### config.mk
export PLATFORM = sky130hd
export DESIGN_NAME = gyro_angle_integrator
export DESIGN_NICKNAME = d
export VERILOG_FILES = /design/src/rtl/gai_pkg.sv /design/src/rtl/gai_div.sv /design/src/rtl/gai_dp.sv /design/src/rtl/gai_ctrl.sv /design/src/rtl/gyro_angle_integrator.sv
export SDC_FILE = /design/constraint.sdc
export NUM_CORES = 2
export LEC_CHECK = 0
export BUFFER_PORTS_ARGS = -buffer_cell sky130_fd_sc_hd__buf_4
export CAP_MARGIN = 20
export CELL_PAD_IN_SITES_DETAIL_PLACEMENT = 1
export CELL_PAD_IN_SITES_GLOBAL_PLACEMENT = 1
export CORE_ASPECT_RATIO = 0.8
export CORE_UTILIZATION = 45
export CTS_BUF_LIST = sky130_fd_sc_hd__clkbuf_8
export CTS_CLUSTER_DIAMETER = 200
export DETAILED_ROUTE_END_ITERATION = 8
export PLACE_DENSITY = 0.71
export SLEW_MARGIN = 20
export SYNTH_ARGS = -nofsm -noshare
export SYNTH_HDL_FRONTEND = slang
export SYNTH_SLANG_ARGS = --single-unit
### constraint.sdc
create_clock -name i_clk -period 16.88 [get_ports i_clk]
set_clock_uncertainty 0.15 [all_clocks]
set_input_delay 1.688 -clock i_clk [delete_from_list [all_inputs] [get_ports i_clk]]
set_output_delay 1.688 -clock i_clk [all_outputs]
set_load 0.01 [all_outputs]
### src/rtl/gai_pkg.sv
`timescale 1ns / 1ps

package gai_pkg;

    localparam int NAXES      = 3;
    localparam int AXIS_W     = 2;
    localparam int RAW_W      = 16;
    localparam int FRAC_W     = 8;
    localparam int BIAS_W     = 24;
    localparam int RATE_W     = 22;
    localparam int ANG_W      = 48;
    localparam int SUM_W      = 24;
    localparam int CNT_W      = 8;
    localparam int SCALE_W    = 16;
    localparam int HSTEP_W    = 24;
    localparam int CFG_W      = 24;
    localparam int CFG_IDX_W  = 1;
    localparam int PIPE_DEPTH = 4;

    localparam int CAL_SAMPLES_DEF = 100;
    localparam int CAL_SAMPLES_MAX = 2 ** CNT_W - 1;

    localparam logic [SCALE_W-1:0] RATE_SCALE_RST = 16'd4583;
    localparam logic [HSTEP_W-1:0] HALF_STEP_RST  = 24'd16777;
    localparam logic [BIAS_W-1:0]  BIAS_RST       = 24'd26;

    localparam logic [CFG_IDX_W-1:0] REG_RATE_SCALE = 1'b0;
    localparam logic [CFG_IDX_W-1:0] REG_HALF_STEP  = 1'b1;

    typedef logic [AXIS_W-1:0] t_axis;

    typedef struct packed {
        logic  capture;
        logic  s1_en;
        t_axis s1_axis;
        logic  s2_en;
        t_axis s2_axis;
        logic  s3_en;
        t_axis s3_axis;
        logic  s4_en;
        t_axis s4_axis;
        logic  div_start;
        logic  bias_wr;
        t_axis div_axis;
        logic  load_out;
    } t_dp_cmd;

    typedef struct packed {
        logic cmd_cal;
        logic cal_last;
        logic div_done;
    } t_dp_stat;

endpackage

### src/rtl/gai_div.sv
`timescale 1ns / 1ps

module gai_div #(
    parameter int DVD_W   = 32,
    parameter int DVS_W   = 8,
    parameter int DIVISOR = 1
) (
    input  logic             i_clk,
    input  logic             i_rst_n,
    input  logic             i_start,
    input  logic [DVD_W-1:0] i_dividend,
    output logic [DVD_W-1:0] o_quotient,
    output logic             o_done
);

    // split the dividend into a high part and one low digit, divide each by the
    // constant with a reciprocal multiply and carry the remainder down
    localparam int HI_W = DVD_W - DVS_W;
    localparam int Y_W  = 2 * DVS_W;
    localparam int SHL  = $clog2(DIVISOR);
    localparam int P1_W = 2 * HI_W + DVS_W + 1;
    localparam int P2_W = 2 * Y_W + DVS_W + 1;

    localparam longint M1_L = ((longint'(1) << (HI_W + SHL)) + DIVISOR - 1) / DIVISOR;
    localparam longint M2_L = ((longint'(1) << (Y_W + SHL)) + DIVISOR - 1) / DIVISOR;

    localparam logic [P1_W-1:0] M1     = P1_W'(M1_L);
    localparam logic [P2_W-1:0] M2     = P2_W'(M2_L);
    localparam logic [HI_W-1:0] DVS_HI = HI_W'(DIVISOR);

    typedef enum logic [1:0] {
        PH_IDLE,
        PH_HI,
        PH_REM,
        PH_LO
    } t_phase;

    t_phase           r_phase;
    logic [HI_W-1:0]  r_xh;
    logic [DVS_W-1:0] r_xl;
    logic [HI_W-1:0]  r_q1;
    logic [Y_W-1:0]   r_y;
    logic [DVD_W-1:0] r_quo;
    logic             r_done;

    logic [P1_W-1:0]  p1;
    logic [HI_W-1:0]  q1;
    logic [HI_W-1:0]  qd;
    logic [HI_W-1:0]  rem1;
    logic [Y_W-1:0]   n_y;
    logic [P2_W-1:0]  p2;
    logic [DVS_W-1:0] q2;

    always_comb begin
        p1   = P1_W'(r_xh) * M1;
        q1   = p1[HI_W+SHL +: HI_W];
        qd   = r_q1 * DVS_HI;
        rem1 = r_xh - qd;
        n_y  = {rem1[DVS_W-1:0], r_xl};
        p2   = P2_W'(r_y) * M2;
        q2   = p2[Y_W+SHL +: DVS_W];
    end

    always_ff @(posedge i_clk) begin
        if (!i_rst_n) begin
            r_phase <= PH_IDLE;
            r_done  <= 1'b0;
        end else begin
            r_done <= (r_phase == PH_LO);
            case (r_phase)
                PH_IDLE: begin
                    if (i_start) begin
                        r_xh    <= i_dividend[DVD_W-1:DVS_W];
                        r_xl    <= i_dividend[DVS_W-1:0];
                        r_phase <= PH_HI;
                    end
                end
                PH_HI: begin
                    r_q1    <= q1;
                    r_phase <= PH_REM;
                end
                PH_REM: begin
                    r_y     <= n_y;
                    r_phase <= PH_LO;
                end
                PH_LO: begin
                    r_quo   <= {r_q1, q2};
                    r_phase <= PH_IDLE;
                end
                default: begin
                    r_phase <= PH_IDLE;
                end
            endcase
        end
    end

    assign o_quotient = r_quo;
    assign o_done     = r_done;

endmodule

### src/rtl/gai_dp.sv
`timescale 1ns / 1ps

module gai_dp #(
    parameter int NCAL = 100
) (
    input  logic                                 i_clk,
    input  logic                                 i_rst_n,
    input  gai_pkg::t_dp_cmd                     i_ctl,
    output gai_pkg::t_dp_stat                    o_stat,
    input  logic                                 i_cfg_wr_en,
    input  logic [gai_pkg::CFG_IDX_W-1:0]        i_cfg_index,
    input  logic [gai_pkg::CFG_W-1:0]            i_cfg_wdata,
    input  logic                                 i_cmd,
    input  logic signed [gai_pkg::RAW_W-1:0]     i_raw   [gai_pkg::NAXES],
    output logic signed [gai_pkg::RATE_W-1:0]    o_rate  [gai_pkg::NAXES],
    output logic signed [gai_pkg::ANG_W-1:0]     o_angle [gai_pkg::NAXES],
    output logic                                 o_cal_done
);
    import gai_pkg::*;

    localparam int P1_W  = BIAS_W + 1 + SCALE_W + 1;
    localparam int SH_W  = P1_W - SCALE_W;
    localparam int P2_W  = RATE_W + 1 + HSTEP_W + 1;
    localparam int INC_W = P2_W - HSTEP_W;
    localparam int DVD_W = SUM_W + FRAC_W;

    localparam logic [P1_W-1:0]  P1_HALF  = P1_W'(2 ** (SCALE_W - 1));
    localparam logic [P2_W-1:0]  P2_HALF  = P2_W'(2 ** (HSTEP_W - 1));
    localparam logic [CNT_W-1:0] NCAL_C   = CNT_W'(NCAL);
    localparam logic [DVD_W-1:0] NCAL_RND = DVD_W'(NCAL / 2);
    localparam logic [DVD_W-1:0] BIAS_POS_LIM = DVD_W'(2 ** (BIAS_W - 1) - 1);
    localparam logic [DVD_W-1:0] BIAS_NEG_LIM = DVD_W'(2 ** (BIAS_W - 1));

    localparam logic [RATE_W-1:0] RATE_MAX = {1'b0, {(RATE_W - 1){1'b1}}};
    localparam logic [RATE_W-1:0] RATE_MIN = {1'b1, {(RATE_W - 1){1'b0}}};
    localparam logic [ANG_W-1:0]  ANG_MAX  = {1'b0, {(ANG_W - 1){1'b1}}};
    localparam logic [ANG_W-1:0]  ANG_MIN  = {1'b1, {(ANG_W - 1){1'b0}}};
    localparam logic [BIAS_W-1:0] BIAS_MAX = {1'b0, {(BIAS_W - 1){1'b1}}};
    localparam logic [BIAS_W-1:0] BIAS_MIN = {1'b1, {(BIAS_W - 1){1'b0}}};

    // architectural state
    logic [SCALE_W-1:0] r_scale;
    logic [HSTEP_W-1:0] r_half;
    logic [BIAS_W-1:0]  r_bias  [NAXES];
    logic [RATE_W-1:0]  r_prev  [NAXES];
    logic [ANG_W-1:0]   r_angle [NAXES];
    logic [SUM_W-1:0]   r_sum   [NAXES];
    logic [CNT_W-1:0]   r_count;

    // item and pipeline payload
    logic [RAW_W-1:0]   r_raw   [NAXES];
    logic               r_cmd;
    logic               r_cal_last;
    logic [RATE_W-1:0]  r_rate  [NAXES];
    logic signed [P1_W-1:0] r_p1;
    logic signed [P2_W-1:0] r_p2;
    logic [RATE_W-1:0]  r_o_rate  [NAXES];
    logic [ANG_W-1:0]   r_o_angle [NAXES];
    logic               r_o_done;

    logic [CNT_W-1:0]   cnt_inc;
    logic               cnt_last;

    logic signed [BIAS_W:0]     s1_diff;
    logic signed [P1_W-1:0]     s1_prod;
    logic [P1_W-1:0]            s2_round;
    logic [SH_W-1:0]            s2_shift;
    logic [SH_W-RATE_W:0]       s2_top;
    logic [RATE_W-1:0]          s2_rate;
    logic signed [RATE_W:0]     s3_sum;
    logic signed [P2_W-1:0]     s3_prod;
    logic [P2_W-1:0]            s4_round;
    logic [INC_W-1:0]           s4_inc;
    logic [ANG_W:0]             s4_sum;
    logic [ANG_W-1:0]           s4_angle;

    logic [SUM_W-1:0]   div_sum;
    logic               div_neg;
    logic [SUM_W-1:0]   div_mag;
    logic [DVD_W-1:0]   div_dvd;
    logic [DVD_W-1:0]   div_quo;
    logic               div_done;
    logic [BIAS_W-1:0]  new_bias;

    always_comb begin
        cnt_inc  = r_count + 1'b1;
        cnt_last = (cnt_inc >= NCAL_C);
    end

    // stage 1: remove bias, scale
    always_comb begin
        s1_diff = $signed({r_raw[i_ctl.s1_axis][RAW_W-1], r_raw[i_ctl.s1_axis], {FRAC_W{1'b0}}})
                - $signed({r_bias[i_ctl.s1_axis][BIAS_W-1], r_bias[i_ctl.s1_axis]});
        s1_prod = s1_diff * $signed({1'b0, r_scale});
    end

    // stage 2: round to Q.8 and saturate
    always_comb begin
        s2_round = r_p1 + P1_HALF;
        s2_shift = s2_round[P1_W-1:SCALE_W];
        s2_top   = s2_shift[SH_W-1:RATE_W-1];
        if ((&s2_top) || !(|s2_top)) begin
            s2_rate = s2_shift[RATE_W-1:0];
        end else begin
            s2_rate = s2_top[SH_W-RATE_W] ? RATE_MIN : RATE_MAX;
        end
    end

    // stage 3: trapezoid sum times half step
    always_comb begin
        s3_sum  = $signed({r_rate[i_ctl.s3_axis][RATE_W-1], r_rate[i_ctl.s3_axis]})
                + $signed({r_prev[i_ctl.s3_axis][RATE_W-1], r_prev[i_ctl.s3_axis]});
        s3_prod = s3_sum * $signed({1'b0, r_half});
    end

    // stage 4: round to Q.8 and accumulate with saturation
    always_comb begin
        s4_round = r_p2 + P2_HALF;
        s4_inc   = s4_round[P2_W-1:HSTEP_W];
        s4_sum   = {r_angle[i_ctl.s4_axis][ANG_W-1], r_angle[i_ctl.s4_axis]}
                 + {{(ANG_W + 1 - INC_W){s4_inc[INC_W-1]}}, s4_inc};
        if (s4_sum[ANG_W] != s4_sum[ANG_W-1]) begin
            s4_angle = s4_sum[ANG_W] ? ANG_MIN : ANG_MAX;
        end else begin
            s4_angle = s4_sum[ANG_W-1:0];
        end
    end

    // calibration mean: magnitude, rounding offset, then divide; restore sign, saturate
    always_comb begin
        div_sum = r_sum[i_ctl.div_axis];
        div_neg = div_sum[SUM_W-1];
        div_mag = div_neg ? (~div_sum + 1'b1) : div_sum;
        div_dvd = {div_mag, {FRAC_W{1'b0}}} + NCAL_RND;
        if (div_neg) begin
            new_bias = (div_quo > BIAS_NEG_LIM) ? BIAS_MIN : (~div_quo[BIAS_W-1:0] + 1'b1);
        end else begin
            new_bias = (div_quo > BIAS_POS_LIM) ? BIAS_MAX : div_quo[BIAS_W-1:0];
        end
    end

    gai_div #(
        .DVD_W   (DVD_W),
        .DVS_W   (CNT_W),
        .DIVISOR (NCAL)
    ) u_div (
        .i_clk      (i_clk),
        .i_rst_n    (i_rst_n),
        .i_start    (i_ctl.div_start),
        .i_dividend (div_dvd),
        .o_quotient (div_quo),
        .o_done     (div_done)
    );

    always_ff @(posedge i_clk) begin
        if (!i_rst_n) begin
            r_scale <= RATE_SCALE_RST;
            r_half  <= HALF_STEP_RST;
            r_count <= '0;
            for (int i = 0; i < NAXES; i++) begin
                r_bias[i]  <= BIAS_RST;
                r_prev[i]  <= '0;
                r_angle[i] <= '0;
                r_sum[i]   <= '0;
            end
        end else begin
            if (i_cfg_wr_en) begin
                case (i_cfg_index)
                    REG_RATE_SCALE: r_scale <= i_cfg_wdata[SCALE_W-1:0];
                    REG_HALF_STEP:  r_half  <= i_cfg_wdata[HSTEP_W-1:0];
                    default: ;
                endcase
            end
            if (i_ctl.capture && i_cmd) begin
                r_count <= cnt_last ? '0 : cnt_inc;
                for (int i = 0; i < NAXES; i++) begin
                    r_sum[i] <= r_sum[i] + {{(SUM_W - RAW_W){i_raw[i][RAW_W-1]}}, i_raw[i]};
                end
            end
            if (i_ctl.s3_en) begin
                r_prev[i_ctl.s3_axis] <= r_rate[i_ctl.s3_axis];
            end
            if (i_ctl.s4_en) begin
                r_angle[i_ctl.s4_axis] <= s4_angle;
            end
            if (i_ctl.bias_wr) begin
                r_bias[i_ctl.div_axis]  <= new_bias;
                r_angle[i_ctl.div_axis] <= '0;
                r_sum[i_ctl.div_axis]   <= '0;
            end
        end
    end

    always_ff @(posedge i_clk) begin
        if (i_ctl.capture) begin
            r_cmd      <= i_cmd;
            r_cal_last <= i_cmd && cnt_last;
            for (int i = 0; i < NAXES; i++) begin
                r_raw[i] <= i_raw[i];
            end
        end
        if (i_ctl.s1_en) begin
            r_p1 <= s1_prod;
        end
        if (i_ctl.s2_en) begin
            r_rate[i_ctl.s2_axis] <= s2_rate;
        end
        if (i_ctl.s3_en) begin
            r_p2 <= s3_prod;
        end
        if (i_ctl.load_out) begin
            r_o_done <= r_cal_last;
            for (int i = 0; i < NAXES; i++) begin
                r_o_rate[i]  <= r_cmd ? '0 : r_rate[i];
                r_o_angle[i] <= r_angle[i];
            end
        end
    end

    always_comb begin
        for (int i = 0; i < NAXES; i++) begin
            o_rate[i]  = r_o_rate[i];
            o_angle[i] = r_o_angle[i];
        end
    end

    assign o_cal_done      = r_o_done;
    assign o_stat.cmd_cal  = r_cmd;
    assign o_stat.cal_last = r_cal_last;
    assign o_stat.div_done = div_done;

endmodule

### src/rtl/gai_ctrl.sv
`timescale 1ns / 1ps

module gai_ctrl (
    input  logic               i_clk,
    input  logic               i_rst_n,
    input  logic               i_valid,
    output logic               o_stall,
    output logic               o_valid,
    input  logic               i_stall,
    input  gai_pkg::t_dp_stat  i_stat,
    output gai_pkg::t_dp_cmd   o_ctl
);
    import gai_pkg::*;

    localparam int STEP_N = NAXES + PIPE_DEPTH - 1;
    localparam int STEP_W = $clog2(STEP_N);
    localparam logic [STEP_W-1:0] LAST_STEP = STEP_W'(STEP_N - 1);
    localparam logic [STEP_W-1:0] S1_END    = STEP_W'(NAXES);
    localparam logic [STEP_W-1:0] S2_END    = STEP_W'(NAXES + 1);
    localparam logic [STEP_W-1:0] S3_END    = STEP_W'(NAXES + 2);
    localparam logic [STEP_W-1:0] STEP_ONE  = STEP_W'(1);
    localparam logic [STEP_W-1:0] STEP_TWO  = STEP_W'(2);
    localparam logic [STEP_W-1:0] STEP_THR  = STEP_W'(3);
    localparam t_axis LAST_AXIS = AXIS_W'(NAXES - 1);

    typedef enum logic [2:0] {
        ST_IDLE,
        ST_CHK,
        ST_MEAS,
        ST_DIV_GO,
        ST_DIV_WAIT,
        ST_DONE
    } t_state;

    t_state            r_state;
    logic [STEP_W-1:0] r_step;
    t_axis             r_axis;
    logic              r_o_valid;

    logic meas;
    logic out_free;

    always_comb begin
        meas     = (r_state == ST_MEAS);
        out_free = !r_o_valid || !i_stall;

        o_ctl           = '0;
        o_ctl.capture   = (r_state == ST_IDLE) && i_valid;
        // axis k enters stage n at step k + n - 1
        o_ctl.s1_en     = meas && (r_step < S1_END);
        o_ctl.s1_axis   = t_axis'(r_step);
        o_ctl.s2_en     = meas && (r_step >= STEP_ONE) && (r_step < S2_END);
        o_ctl.s2_axis   = t_axis'(r_step - STEP_ONE);
        o_ctl.s3_en     = meas && (r_step >= STEP_TWO) && (r_step < S3_END);
        o_ctl.s3_axis   = t_axis'(r_step - STEP_TWO);
        o_ctl.s4_en     = meas && (r_step >= STEP_THR);
        o_ctl.s4_axis   = t_axis'(r_step - STEP_THR);
        o_ctl.div_start = (r_state == ST_DIV_GO);
        o_ctl.div_axis  = r_axis;
        o_ctl.bias_wr   = (r_state == ST_DIV_WAIT) && i_stat.div_done;
        o_ctl.load_out  = (r_state == ST_DONE) && out_free;
    end

    always_ff @(posedge i_clk) begin
        if (!i_rst_n) begin
            r_state   <= ST_IDLE;
            r_step    <= '0;
            r_axis    <= '0;
            r_o_valid <= 1'b0;
        end else begin
            if (o_ctl.load_out) begin
                r_o_valid <= 1'b1;
            end else if (!i_stall) begin
                r_o_valid <= 1'b0;
            end
            case (r_state)
                ST_IDLE: begin
                    if (i_valid) begin
                        r_state <= ST_CHK;
                    end
                end
                ST_CHK: begin
                    r_step <= '0;
                    r_axis <= '0;
                    if (!i_stat.cmd_cal) begin
                        r_state <= ST_MEAS;
                    end else if (i_stat.cal_last) begin
                        r_state <= ST_DIV_GO;
                    end else begin
                        r_state <= ST_DONE;
                    end
                end
                ST_MEAS: begin
                    r_step <= r_step + 1'b1;
                    if (r_step == LAST_STEP) begin
                        r_state <= ST_DONE;
                    end
                end
                ST_DIV_GO: begin
                    r_state <= ST_DIV_WAIT;
                end
                ST_DIV_WAIT: begin
                    if (i_stat.div_done) begin
                        if (r_axis == LAST_AXIS) begin
                            r_state <= ST_DONE;
                        end else begin
                            r_axis  <= r_axis + 1'b1;
                            r_state <= ST_DIV_GO;
                        end
                    end
                end
                ST_DONE: begin
                    // hold until the output register is free
                    if (out_free) begin
                        r_state <= ST_IDLE;
                    end
                end
                default: begin
                    r_state <= ST_IDLE;
                end
            endcase
        end
    end

    assign o_stall = (r_state != ST_IDLE);
    assign o_valid = r_o_valid;

endmodule

### src/rtl/gyro_angle_integrator.sv
`timescale 1ns / 1ps
// The three axes share one four-stage scale/integrate pipeline, one axis entering per cycle
// in measure; the block takes no new item until it is through with the last one.
// The sample that closes a calibration run adds a reciprocal divide, one axis at a time.
// A result held by a stalled output keeps the next item waiting.
// Reset (synchronous, active low) restores default scale, half step and bias, clears angles.

module gyro_angle_integrator #(
    parameter int CAL_SAMPLES = gai_pkg::CAL_SAMPLES_DEF
) (
    input  logic                                i_clk,
    input  logic                                i_rst_n,
    input  logic                                i_valid,
    output logic                                o_stall,
    input  logic                                i_cmd,
    input  logic signed [gai_pkg::RAW_W-1:0]    i_raw_x,
    input  logic signed [gai_pkg::RAW_W-1:0]    i_raw_y,
    input  logic signed [gai_pkg::RAW_W-1:0]    i_raw_z,
    output logic                                o_valid,
    input  logic                                i_stall,
    output logic signed [gai_pkg::RATE_W-1:0]   o_rate_x,
    output logic signed [gai_pkg::RATE_W-1:0]   o_rate_y,
    output logic signed [gai_pkg::RATE_W-1:0]   o_rate_z,
    output logic signed [gai_pkg::ANG_W-1:0]    o_angle_out_x,
    output logic signed [gai_pkg::ANG_W-1:0]    o_angle_out_y,
    output logic signed [gai_pkg::ANG_W-1:0]    o_angle_out_z,
    output logic                                o_cal_done,
    input  logic                                i_cfg_wr_en,
    input  logic [gai_pkg::CFG_IDX_W-1:0]       i_cfg_index,
    input  logic [gai_pkg::CFG_W-1:0]           i_cfg_wdata
);
    import gai_pkg::*;

    localparam int NCAL = (CAL_SAMPLES < 1) ? 1 :
                          ((CAL_SAMPLES > CAL_SAMPLES_MAX) ? CAL_SAMPLES_MAX : CAL_SAMPLES);

    t_dp_cmd   ctl;
    t_dp_stat  stat;

    logic signed [RAW_W-1:0]  raw   [NAXES];
    logic signed [RATE_W-1:0] rate  [NAXES];
    logic signed [ANG_W-1:0]  angle [NAXES];

    assign raw[0] = i_raw_x;
    assign raw[1] = i_raw_y;
    assign raw[2] = i_raw_z;

    gai_ctrl u_ctrl (
        .i_clk   (i_clk),
        .i_rst_n (i_rst_n),
        .i_valid (i_valid),
        .o_stall (o_stall),
        .o_valid (o_valid),
        .i_stall (i_stall),
        .i_stat  (stat),
        .o_ctl   (ctl)
    );

    gai_dp #(
        .NCAL (NCAL)
    ) u_dp (
        .i_clk       (i_clk),
        .i_rst_n     (i_rst_n),
        .i_ctl       (ctl),
        .o_stat      (stat),
        .i_cfg_wr_en (i_cfg_wr_en),
        .i_cfg_index (i_cfg_index),
        .i_cfg_wdata (i_cfg_wdata),
        .i_cmd       (i_cmd),
        .i_raw       (raw),
        .o_rate      (rate),
        .o_angle     (angle),
        .o_cal_done  (o_cal_done)
    );

    assign o_rate_x      = rate[0];
    assign o_rate_y      = rate[1];
    assign o_rate_z      = rate[2];
    assign o_angle_out_x = angle[0];
    assign o_angle_out_y = angle[1];
    assign o_angle_out_z = angle[2];

endmodule
==> reports/metrics.cfg <==
[synthesis]
synth_seq_area_share_pct = 31.3
yosysTopAreaCell = edfxtp_1
synth_top_cell_area_share_pct = 28.3
synth_area_per_cell_um2 = 10.7
synthFlopType = edfxtp_1
post_synth_main_area_contributors = edfxtp_1 (28%), fa_1 (24%), ha_1 (11%)
synth_edf_count = 853
ys_ff_latch = 989
netlist-cell-type-count = 84
async_flop_share_pct = 0
syn_nets = 10500
yosysWarnings = 0
syn_area_um2 = 90500
synthCells = 8492

[setup_path]
critPathMaxFanout = 29
slowest_stage = o31ai_1
crit_type = reg -> reg
cp_common_cell = fa_1
cp_data_required_time_ns = 17.42
worstRegToRegCells = 32
timing.rr.start = u_ctrl.r_step[0]
critPathArrivalTime_ns = 12.17
endpoint_kind = register
crit_path_start_kind = register
slowest_delay_ns = 0.73
critPathLaunch = u_ctrl.r_step[0]

[grt]
grt_pass1_wl_um = 413000
grt_pass1_vias = 70100
top_usage_layer = met2
track_usage_pct = 26.5
grt_overflow = 0
gr-usage-met3_pct = 3.50
grt_max_degree = 105
grt_use_met1_pct = 36.7
antenna_found_initial = 10
use_met2_pct = 44.0

[worst_hold_path]
min_path_cells = 0
holdCritPathClass = reg -> reg
hp-start = u_dp.r_angle[0][19]

[route]
dr.pass1.iters = 5
vias = 63500
wl_um = 264000
drt_first_iter_violations = 4071
vias_per_cell = 5.51
ant_nets = 0
routedWlPerCell_um = 22.9
drc_errors = 0

[place]
io_buffers = 291
dp_hpwl_um = 200000
gp_congestion = 0.906

[layout]
layout.nets = 10700
final_cell_mix = inv_1 (1,508), fa_1 (1,102), nand2_1 (987)
drive_above_1_share_pct = 9.74
register_area_um2 = 28300
layout_commonest_cell = inv_1
fillers = 21500
multi_input_area_um2 = 55700
area_growth_pct = 9.77

[sta]
rsz0062_at_grt = false
fmax_mhz = 86.0
period_share_pct = 68.9
setup_viol = 0
min_period_ns = 11.63
fin_tns_setup_ns = 0
relSlewSlack_pct = 17.5
hold_violations = 0
worst_slew_pin_slew_ns = 1.22
slew_viol_final = 0

[floorplanning]
start_util_pct = 45.5
die-area_um2 = 203000
core_um2 = 199000
die_h_um = 403
io_pins = 292
die_w_um = 503
rows = 146

[clocking]
clk_pin_slew_ns = 0.06
cts_max_level = 4
post_cts_resize_count = 0
cts_buffers = 168
clkSinkCount = 989
clockRootBuffer = clkbuf_8
hold_buffers = 0
clock_latency_ns = 0.95
tritoncts = built
cts.path.max_buffers = 3
post-cts-setup-buffer-count = 0

[run_status]
status = completed

[flow_run]
max-cap-violations = 0

[stage by stage]
step | setup WS (ns) | std cells | utilization, % | hold slack (ns) | cell area [um^2]
finish | 5.25 | 11500 | 50.0 | 0.261 | 99400
global route | 4.56 | 11500 | 50.0 | 0.264 | 99400
CTS | 5.20 | 11500 | 49.9 | 0.264 | 99400
detailed placement | 5.19 | 11200 | 48.2 | 0.259 | 95900
global placement | 5.48 | 11200 | 48.2 | 0.254 | 95900
floorplan | 4.05 | 8492 | - | 0.250 | 90500
[synthesized netlist by cell type, types with 110 or more instances]
| library cell | n |
|---|---|
| dfxtp_1 | 136 |
| nand2_1 | 995 |
| nor2b_1 | 158 |
| xnor2_1 | 186 |
| nor2_1 | 255 |
| o21ai_0 | 215 |
| nand3_1 | 110 |
| and3_1 | 124 |
| edfxtp_1 | 853 |
| and2_1 | 310 |
| a21oi_1 | 445 |
| inv_1 | 1460 |
| a21o_1 | 114 |
| clkbuf_1 | 304 |
| fa_1 | 1102 |
| ha_1 | 821 |
| mux4_2 | 117 |
[path summary, 6_finish.rpt]
kind                            slack [ns]               endpoint
worst max register to register        5.25          u_dp.r_p2[46]
worst min register to register        0.26  u_dp.r_o_angle[0][19]
worst max-delay path                  5.25          u_dp.r_p2[46]
worst min-delay path                  0.26  u_dp.r_o_angle[0][19]
[flip-flops by register name, summed over array words and instances, names as in the netlist, 25 cells and up, named ones only]
| register | flops |
|---|---|
| u_dp.r_angle | 192 |
| u_dp.r_o_angle | 144 |
| u_dp.r_bias | 96 |
| u_dp.r_prev | 88 |
| u_dp.r_rate | 88 |
| u_dp.r_sum | 72 |
| u_dp.r_o_rate | 66 |
| u_dp.r_raw | 48 |
| u_dp.r_p1 | 27 |
| u_dp.u_div.o_quotient | 26 |
| u_dp.r_p2 | 25 |
[cell families after synthesis]
family | after synthesis | synth area share [%]
buf+inv | 1815 | 7.55
xor+xnor | 291 | 2.82
compound gates | 1080 | 7.24
flops | 989 | 31.3
simple gates | 2223 | 11.9
fa+ha+maj | 1923 | 35.7
mux | 171 | 3.51
[per-layer routing]
layer	vias to the layer above	routed length, um	share of wire (%)
met4	4	6090	2.3
met1	33200	117000	44
met3	383	13300	5.0
met5	-	27	0.010
met2	1612	127000	48
li1	28300	-	-
[layout make-up]
type	instances	share of cell area [%]
Antenna cell	4	0.0101
Sequential cell	989	28.5
Clock buffer	177	2.45
Multi-Input combinational cell	5688	56.0
Inverter	1460	5.51
Clock inverter	130	1.01
Timing Repair Buffer	412	3.12
Tap cell	2664	3.35
[critical path, delay by kind of cell (launching register included)]
family	cells	cell delay [ns]
AND/OR/NAND/NOR	2	0.35
flip-flops	1	0.54
buffers and inverters	4	0.76
XOR/XNOR	1	0.13
adder cells (fa/ha/maj)	9	4.07
AO/OA/AOI/OAI	15	4.77
multiplexers	1	0.60
Power is left out: the tool's default activity adds up to more than one toggle a clock period on the data nets, which glitch-free logic cannot reach.
